File: src/rtl/lecb_pkg.sv
// ============================================================================
// lecb_pkg
// Shared types and constants for the link event coalescing buffer.
// ============================================================================
package lecb_pkg;

    localparam int unsigned BUFFER_DEPTH_DEFAULT = 16;
    localparam logic [31:0] TIMEOUT_RESET        = 32'd500;
    localparam int unsigned DATA_W               = 160;
    localparam int unsigned FUNC_W               = 2;

    // Stored entry; packs with insert in bit 0, name_high on top.
    typedef struct packed {
        logic [63:0] name_high;
        logic [63:0] name_low;
        logic [30:0] index;
        logic        insert;
    } entry_t;

    typedef enum logic [FUNC_W-1:0] {
        FUNC_EVENT = 2'd0,
        FUNC_TICK  = 2'd1,
        FUNC_FLUSH = 2'd2
    } func_t;

    typedef enum logic [2:0] {
        ST_IDLE,
        ST_DECODE,
        ST_FLUSH_OUT,
        ST_SEARCH,
        ST_CMP
    } state_t;

    // Controller -> datapath
    typedef struct packed {
        logic load_in;    // latch the accepted item
        logic ptr_clr;    // pointer to oldest entry
        logic ptr_inc;
        logic ptr_dec;
        logic ptr_top;    // pointer to newest entry
        logic rd_en;      // read store at next pointer value
        logic wr_en;      // write latched event
        logic wr_at_ptr;  // overwrite at pointer, else append
        logic out_load;   // load read entry into output register
        logic fill_clr;
        logic tmr_stop;
        logic tmr_dec;
    } cmd_t;

    // Datapath -> controller
    typedef struct packed {
        func_t func;
        logic  fill_zero;
        logic  fill_full;
        logic  ptr_zero;
        logic  ptr_last;
        logic  idx_match;
        logic  rd_insert;
        logic  in_insert;
        logic  running;
        logic  expire;
        logic  out_free;
    } status_t;

endpackage

File: src/rtl/lecb_ctrl.sv
// ============================================================================
// lecb_ctrl
// Sequencer: decodes each item, runs flushes and the backward search.
// ============================================================================
module lecb_ctrl (
    input  logic              aclk,
    input  logic              aresetn,
    input  logic              s_tvalid,
    output logic              in_ready,
    input  lecb_pkg::status_t status,
    output lecb_pkg::cmd_t    cmd
);

    lecb_pkg::state_t state_reg, state_next;

    always_ff @(posedge aclk) begin
        if (!aresetn) begin
            state_reg <= lecb_pkg::ST_IDLE;
        end else begin
            state_reg <= state_next;
        end
    end

    assign in_ready = (state_reg == lecb_pkg::ST_IDLE);

    always_comb begin
        cmd        = '0;
        state_next = state_reg;
        unique case (state_reg)
            lecb_pkg::ST_IDLE: begin
                if (s_tvalid) begin
                    cmd.load_in = 1'b1;
                    state_next  = lecb_pkg::ST_DECODE;
                end
            end
            lecb_pkg::ST_DECODE: begin
                unique case (status.func)
                    lecb_pkg::FUNC_EVENT: begin
                        if (status.fill_full) begin
                            cmd.tmr_stop = 1'b1;
                            cmd.ptr_clr  = 1'b1;
                            cmd.rd_en    = 1'b1;
                            state_next   = lecb_pkg::ST_FLUSH_OUT;
                        end else begin
                            state_next = lecb_pkg::ST_SEARCH;
                        end
                    end
                    lecb_pkg::FUNC_TICK: begin
                        state_next = lecb_pkg::ST_IDLE;
                        if (status.running) begin
                            if (status.expire) begin
                                cmd.tmr_stop = 1'b1;
                                if (!status.fill_zero) begin
                                    cmd.ptr_clr = 1'b1;
                                    cmd.rd_en   = 1'b1;
                                    state_next  = lecb_pkg::ST_FLUSH_OUT;
                                end
                            end else begin
                                cmd.tmr_dec = 1'b1;
                            end
                        end
                    end
                    lecb_pkg::FUNC_FLUSH: begin
                        cmd.tmr_stop = 1'b1;
                        state_next   = lecb_pkg::ST_IDLE;
                        if (!status.fill_zero) begin
                            cmd.ptr_clr = 1'b1;
                            cmd.rd_en   = 1'b1;
                            state_next  = lecb_pkg::ST_FLUSH_OUT;
                        end
                    end
                    default: begin
                        state_next = lecb_pkg::ST_IDLE;
                    end
                endcase
            end
            lecb_pkg::ST_FLUSH_OUT: begin
                if (status.out_free) begin
                    cmd.out_load = 1'b1;
                    if (status.ptr_last) begin
                        cmd.fill_clr = 1'b1;
                        // a full-store flush ahead of an event resumes the event
                        state_next = (status.func == lecb_pkg::FUNC_EVENT)
                                     ? lecb_pkg::ST_SEARCH : lecb_pkg::ST_IDLE;
                    end else begin
                        cmd.ptr_inc = 1'b1;
                        cmd.rd_en   = 1'b1;
                    end
                end
            end
            lecb_pkg::ST_SEARCH: begin
                if (status.fill_zero) begin
                    cmd.wr_en  = 1'b1;
                    state_next = lecb_pkg::ST_IDLE;
                end else begin
                    cmd.ptr_top = 1'b1;
                    cmd.rd_en   = 1'b1;
                    state_next  = lecb_pkg::ST_CMP;
                end
            end
            lecb_pkg::ST_CMP: begin
                if (status.idx_match) begin
                    cmd.wr_en     = 1'b1;
                    // removal followed by insertion keeps both
                    cmd.wr_at_ptr = !status.in_insert || status.rd_insert;
                    state_next    = lecb_pkg::ST_IDLE;
                end else if (status.ptr_zero) begin
                    cmd.wr_en  = 1'b1;
                    state_next = lecb_pkg::ST_IDLE;
                end else begin
                    cmd.ptr_dec = 1'b1;
                    cmd.rd_en   = 1'b1;
                end
            end
            default: begin
                state_next = lecb_pkg::ST_IDLE;
            end
        endcase
    end

endmodule

File: src/rtl/lecb_dp.sv
// ============================================================================
// lecb_dp
// Datapath: entry store, fill count, pointer, countdown and output register.
// ============================================================================
module lecb_dp #(
    parameter int unsigned BUFFER_DEPTH = lecb_pkg::BUFFER_DEPTH_DEFAULT
) (
    input  logic                        aclk,
    input  logic                        aresetn,
    input  lecb_pkg::cmd_t              cmd,
    output lecb_pkg::status_t           status,
    input  logic [lecb_pkg::DATA_W-1:0] s_tdata,
    input  logic [lecb_pkg::FUNC_W-1:0] s_tuser,
    input  logic                        cfg_valid,
    input  logic [31:0]                 cfg_data,
    output logic                        m_tvalid,
    input  logic                        m_tready,
    output logic [lecb_pkg::DATA_W-1:0] m_tdata,
    output logic                        m_tlast
);

    localparam int unsigned AW = (BUFFER_DEPTH > 1) ? $clog2(BUFFER_DEPTH) : 1;
    localparam int unsigned CW = $clog2(BUFFER_DEPTH + 1);

    lecb_pkg::entry_t mem [BUFFER_DEPTH];
    lecb_pkg::entry_t rd_data_reg;
    lecb_pkg::entry_t in_reg;
    lecb_pkg::func_t  func_reg;

    logic [CW-1:0] fill_reg, fill_next;
    logic [AW-1:0] ptr_reg, ptr_next;
    logic [AW-1:0] wr_addr;
    logic [31:0]   timeout_reg;
    logic [31:0]   ticks_reg, ticks_next;
    logic          running_reg, running_next;
    logic          m_tvalid_reg, m_tvalid_next;
    logic          m_tlast_reg;
    lecb_pkg::entry_t m_data_reg;
    logic          ptr_last;

    // item latch
    always_ff @(posedge aclk) begin
        if (cmd.load_in) begin
            in_reg   <= lecb_pkg::entry_t'(s_tdata);
            func_reg <= lecb_pkg::func_t'(s_tuser);
        end
    end

    always_comb begin
        ptr_next = ptr_reg;
        if (cmd.ptr_clr) begin
            ptr_next = '0;
        end else if (cmd.ptr_top) begin
            ptr_next = AW'(fill_reg - 1'b1);
        end else if (cmd.ptr_inc) begin
            ptr_next = ptr_reg + 1'b1;
        end else if (cmd.ptr_dec) begin
            ptr_next = ptr_reg - 1'b1;
        end
    end

    assign wr_addr = cmd.wr_at_ptr ? ptr_reg : AW'(fill_reg);

    // entry store: one write, one registered read
    always_ff @(posedge aclk) begin
        if (cmd.wr_en) begin
            mem[wr_addr] <= in_reg;
        end
        if (cmd.rd_en) begin
            rd_data_reg <= mem[ptr_next];
        end
    end

    assign ptr_last = (CW'(ptr_reg) == CW'(fill_reg - 1'b1));

    always_comb begin
        fill_next = fill_reg;
        if (cmd.fill_clr) begin
            fill_next = '0;
        end else if (cmd.wr_en && !cmd.wr_at_ptr) begin
            fill_next = fill_reg + 1'b1;
        end
    end

    always_comb begin
        ticks_next   = ticks_reg;
        running_next = running_reg;
        if (cmd.wr_en) begin
            ticks_next   = timeout_reg;
            running_next = 1'b1;
        end else if (cmd.tmr_stop) begin
            ticks_next   = '0;
            running_next = 1'b0;
        end else if (cmd.tmr_dec) begin
            ticks_next = ticks_reg - 1'b1;
        end
    end

    always_comb begin
        m_tvalid_next = m_tvalid_reg;
        if (cmd.out_load) begin
            m_tvalid_next = 1'b1;
        end else if (m_tready) begin
            m_tvalid_next = 1'b0;
        end
    end

    always_ff @(posedge aclk) begin
        if (!aresetn) begin
            fill_reg     <= '0;
            ptr_reg      <= '0;
            ticks_reg    <= '0;
            running_reg  <= 1'b0;
            timeout_reg  <= lecb_pkg::TIMEOUT_RESET;
            m_tvalid_reg <= 1'b0;
        end else begin
            fill_reg     <= fill_next;
            ptr_reg      <= ptr_next;
            ticks_reg    <= ticks_next;
            running_reg  <= running_next;
            m_tvalid_reg <= m_tvalid_next;
            if (cfg_valid) begin
                timeout_reg <= cfg_data;
            end
        end
    end

    always_ff @(posedge aclk) begin
        if (cmd.out_load) begin
            m_data_reg  <= rd_data_reg;
            m_tlast_reg <= ptr_last;
        end
    end

    assign m_tvalid = m_tvalid_reg;
    assign m_tdata  = m_data_reg;
    assign m_tlast  = m_tlast_reg;

    assign status.func      = func_reg;
    assign status.fill_zero = (fill_reg == '0);
    assign status.fill_full = (fill_reg == CW'(BUFFER_DEPTH));
    assign status.ptr_zero  = (ptr_reg == '0);
    assign status.ptr_last  = ptr_last;
    assign status.idx_match = (rd_data_reg.index == in_reg.index);
    assign status.rd_insert = rd_data_reg.insert;
    assign status.in_insert = in_reg.insert;
    assign status.running   = running_reg;
    assign status.expire    = (ticks_reg[31:1] == '0);
    assign status.out_free  = !m_tvalid_reg || m_tready;

    a_fill_bound: assert property (@(posedge aclk) disable iff (!aresetn)
        fill_reg <= CW'(BUFFER_DEPTH))
        else $error("fill count above depth");

    a_append_room: assert property (@(posedge aclk) disable iff (!aresetn)
        (cmd.wr_en && !cmd.wr_at_ptr) |-> (fill_reg < CW'(BUFFER_DEPTH)))
        else $error("append into full store");

    a_write_arms: assert property (@(posedge aclk) disable iff (!aresetn)
        cmd.wr_en |=> (running_reg && ticks_reg == $past(timeout_reg)))
        else $error("countdown not restarted by event");

    a_flush_empties: assert property (@(posedge aclk) disable iff (!aresetn)
        (cmd.out_load && ptr_last) |=> (fill_reg == '0 && m_tlast_reg))
        else $error("flush end did not empty store");

endmodule

File: src/rtl/link_event_coalescing_buffer.sv
// ============================================================================
// link_event_coalescing_buffer
// Collects interface add/remove events, merges those for the same interface,
// and emits the stored run on a full store, an explicit flush or a timeout.
// ============================================================================
// A link event is appended directly to an empty store; else stored entries are
//   compared newest first (one read a cycle) until an index match or the oldest.
// A flush emits one item per cycle while m_tready stays high; a full store adds
//   the flush ahead of the event.
// Ticks and flushes of an empty store end in decode. One item in work at once.
// Reset (aresetn low, synchronous): store empty, countdown stopped, timeout 500.
module link_event_coalescing_buffer #(
    parameter int unsigned BUFFER_DEPTH = lecb_pkg::BUFFER_DEPTH_DEFAULT
) (
    input  logic                        aclk,
    input  logic                        aresetn,
    // input item channel
    input  logic                        s_tvalid,
    output logic                        s_tready,
    // [0] is_insert, [31:1] iface_index, [95:32] iface_name_low,
    // [159:96] iface_name_high
    input  logic [lecb_pkg::DATA_W-1:0] s_tdata,
    // [1:0] func
    input  logic [lecb_pkg::FUNC_W-1:0] s_tuser,
    // timeout register write
    input  logic                        cfg_valid,
    output logic                        cfg_ready,
    input  logic [31:0]                 cfg_data,
    // result channel
    output logic                        m_tvalid,
    input  logic                        m_tready,
    // [0] out_insert, [31:1] out_index, [95:32] out_name_low,
    // [159:96] out_name_high
    output logic [lecb_pkg::DATA_W-1:0] m_tdata,
    // last_of_flush
    output logic                        m_tlast
);

    lecb_pkg::cmd_t    cmd;
    lecb_pkg::status_t status;

    // Register is always writable; the host writes it only while idle (not enforced here).
    assign cfg_ready = 1'b1;

    // Sequencer: decode, flush walk, backward search.
    lecb_ctrl u_ctrl (
        .aclk     (aclk),
        .aresetn  (aresetn),
        .s_tvalid (s_tvalid),
        .in_ready (s_tready),
        .status   (status),
        .cmd      (cmd)
    );

    // Entry store, counters, countdown and output register.
    lecb_dp #(
        .BUFFER_DEPTH (BUFFER_DEPTH)
    ) u_dp (
        .aclk      (aclk),
        .aresetn   (aresetn),
        .cmd       (cmd),
        .status    (status),
        .s_tdata   (s_tdata),
        .s_tuser   (s_tuser),
        .cfg_valid (cfg_valid),
        .cfg_data  (cfg_data),
        .m_tvalid  (m_tvalid),
        .m_tready  (m_tready),
        .m_tdata   (m_tdata),
        .m_tlast   (m_tlast)
    );

endmodule
File: config.mk
export PLATFORM = sky130hd
export DESIGN_NAME = link_event_coalescing_buffer
export DESIGN_NICKNAME = d
export VERILOG_FILES = /design/src/rtl/lecb_pkg.sv /design/src/rtl/lecb_ctrl.sv /design/src/rtl/lecb_dp.sv /design/src/rtl/link_event_coalescing_buffer.sv
export SDC_FILE = /design/constraint.sdc
export NUM_CORES = 2
export LEC_CHECK = 0
export BUFFER_PORTS_ARGS = -buffer_cell sky130_fd_sc_hd__buf_2
export CAP_MARGIN = 20
export CORE_MARGIN = 1.5
export CORE_UTILIZATION = 25
export CTS_CLUSTER_DIAMETER = 50
export DETAILED_ROUTE_END_ITERATION = 8
export REMOVE_ABC_BUFFERS = 1
export SYNTH_ARGS = -nofsm -noshare
export SYNTH_HDL_FRONTEND = slang
export SYNTH_HIERARCHICAL = 1
export SYNTH_SLANG_ARGS = --single-unit
File: constraint.sdc
create_clock -name aclk -period 21.5 [get_ports aclk]
set_input_delay 4.3 -clock aclk [delete_from_list [all_inputs] [get_ports aclk]]
set_output_delay 4.3 -clock aclk [all_outputs]
set_load 0.01 [all_outputs]
==> flow_summary.json <==
{
  "status": "completed",
  "synth_cell_types": 70,
  "fin_crit_ps": 9250,
  "synth.area.mux_share": 0.0113,
  "hold_violations": 0,
  "slew-limit-headroom": 0.176,
  "grt_max_degree": 186,
  "grt.overflow.total": 0,
  "post-place-cells": 13807,
  "regMostFlops": "u_dp/mem",
  "route.detailed.drc": 0,
  "avgSynthCellArea_um2": 15.5,
  "grt_pass1_wl_um": 475000,
  "drv_cap": 0,
  "numCtsBuffers": 364,
  "crit_type": "input port to register",
  "synthTopCellsByCount": "edfxtp_1, nand2_1, a21oi_1, a221oi_1, clkbuf_1",
  "dr.first_iter.drc_count": 7187,
  "netlist_instances": 7603,
  "cp.arrival_ps": 9970,
  "synth_compound_area_frac": 0.102,
  "min_from": "u_dp/rd_data_reg[148]$_DFFE_PP_",
  "synth-seq-cells": 3121,
  "synthTopCellsByArea": "edfxtp_1, nand2_1, a21oi_1, a221oi_1, a211oi_1",
  "die_x_um": 689,
  "largest_reg_flops": 2560,
  "final_antenna_net_count": 0,
  "firstDrtPassIters": 5,
  "hold_class": "register to register",
  "period_share": 0.430,
  "grt_setup_unrepaired": "no",
  "use_met2": 0.210,
  "yosys.area.top_type": "edfxtp_1",
  "reg2reg_from": "u_dp/in_reg[9]$_DFFE_PP_",
  "dieArea_mm2": 0.474,
  "wl_per_cell_um": 23.0,
  "gr-usage-met3": 0.0270,
  "wl_um": 333000,
  "register_area_mm2": 0.0929,
  "synth_top_area_share": 0.778,
  "cts_max_level": 5,
  "finClkSkew_ps": 90.7,
  "cts.sinks": 3121,
  "synthXorXnorAreaFrac": 0.00439,
  "p_leak_nw": 45.8,
  "cp_max_fo": 168,
  "grt_usage": 0.135,
  "post-route-util": 0.296,
  "clk_pin_slew_ps": 60,
  "area_growth_pct": 17.8,
  "startpoint_type": "input port",
  "critPathLaunch": "m_tready",
  "worst-slew-pin-transition_ps": 1240,
  "multi_input_area_mm2": 0.0226,
  "yosys_warnings": 6,
  "synthArstFlopShare": 0,
  "stdcell_count": 14488,
  "fillerInstances": 46088,
  "power_density_mw_per_mm2": 96.2,
  "synthAdderAreaFrac": 0.000639,
  "vias_per_cell": 4.75,
  "via_count": 68796,
  "layout-drive-gt1-share": 0.140,
  "synth.most_common_cell": "edfxtp_1",
  "ios": 363,
  "gp_congestion": 0.751,
  "finalNetCount": 8180,
  "core.rowCount": 251,
  "clock_path_buffers": 4,
  "grt_antenna_before_repair": 42,
  "drv_slew": 0,
  "synthSimpleGateAreaFrac": 0.0716,
  "required_ps": 22220,
  "ys_seq_area_frac": 0.791,
  "tritoncts": "yes",
  "peakVddDrop_v": 0.0000618,
  "start_util": 0.251,
  "core_area_mm2": 0.468,
  "postCtsSetupBuffers": 0,
  "grt_pass1_vias": 66170,
  "root_buffer": "clkbuf_16",
  "ctsResizeCount": 0,
  "synth_top_family_by_area": "compound AO/OA/AOI/OAI gates",
  "grt-busiest-layer": "met2",
  "grtUsageMet1": 0.190,
  "fp.dieH_um": 689,
  "dp_hpwl_um": 177000,
  "ys.flop_type": "edfxtp_1",
  "synthesis.area_mm2": 0.117,
  "synth_edf_count": 3043,
  "clkLatencyLatePin_ps": 970,
  "ctsHoldBuffers": 0,
  "fmaxAchievable_ghz": 0.108,
  "port_buffers": 361,
  "finalSetupViolCount": 0,
  "end_kind": "register"
}
where the power goes:
part,switching [mW],leakage [nW],total [mW],internal [mW]
combinational,0.283,12.0,0.411,0.128
clock,2.57,5.68,6.02,3.45
sequential,0.111,28.1,6.87,6.76
layer usage:
metal	routed length (um)	up-vias
met5	54	-
met3	26200	530
li1	-	30313
met1	147000	35362
met4	9110	8
met2	150000	2583
per-stage QoR:
stage | power (mW) | setup TNS (ps) | hold WS, ps | setup WS [ps] | area [um^2]
5_1_grt | 13.7 | 0 | 423 | 11990 | 138000
4_1_cts | 13.5 | 0 | 416 | 12390 | 138000
3_5_place_dp | 7.42 | 0 | 405 | 11370 | 127000
6_report | 13.3 | 0 | 414 | 12250 | 138000
2_1_floorplan | 7.45 | -1750360 | 400 | -11400 | 115000
3_3_place_gp | 7.41 | 0 | 403 | 11330 | 127000
path summary, 6_finish.rpt:
path	end	slack, ps	cells past startpoint
worst min register to register	u_dp/m_tdata[148]$_DFFE_PP_	410	0
worst max-delay path	u_dp/rd_data_reg[57]$_DFFE_PP_	12250	16
worst max register to register	u_dp/rd_data_reg[57]$_DFFE_PP_	12970	16
worst min-delay path	u_dp/m_tdata[148]$_DFFE_PP_	410	0
area by class of cell:
type	instances	area share
Clock inverter	220	0.0160
Multi-Input combinational cell	3947	0.164
Sequential cell	3121	0.672
Clock buffer	436	0.0686
Antenna cell	25	0.000452
Tap cell	6198	0.0561
Timing Repair Buffer	529	0.0232
Inverter	12	0.000326
cells in the final DEF (no fill, tap or decap), drive strengths merged, types with 127 or more instances in the layout:
cell type / synthesis / routed
a221oi: 371 / 371
clkbuf: 369 / 436
or4: 127 / 127
buf: 154 / 529
and2: 128 / 128
edfxtp: 3043 / 3043
a21oi: 994 / 994
clkinv: 0 / 131
nand2: 1347 / 1347
a211oi: 265 / 265
critical path, stage by stage:
cell	delay, ps
buf_2	120
nand2b_1	200
nand2_1	120
nor4_2	160
buf_4	230
nor3_1	70
nor3_1	420
nor2_1	130
nor2_4	120
buf_12	620
buf_4	750
buf_4	770
buf_4	830
nand3_1	190
a32o_1	320
a311o_1	260
cells by family (layout without fill, tap and decap cells):
family                     Yosys count  count (layout)
other                                1              26
muxes                              130             130
adders and majority gates            6               6
buffers and inverters              535            1197
DFF                               3121            3121
and+or+nand+nor                   1912            1912
xor gates and xnor gates            58              58
AOI/OAI and AO/OA                 1840            1840
Power figures use the tool's default switching activity.
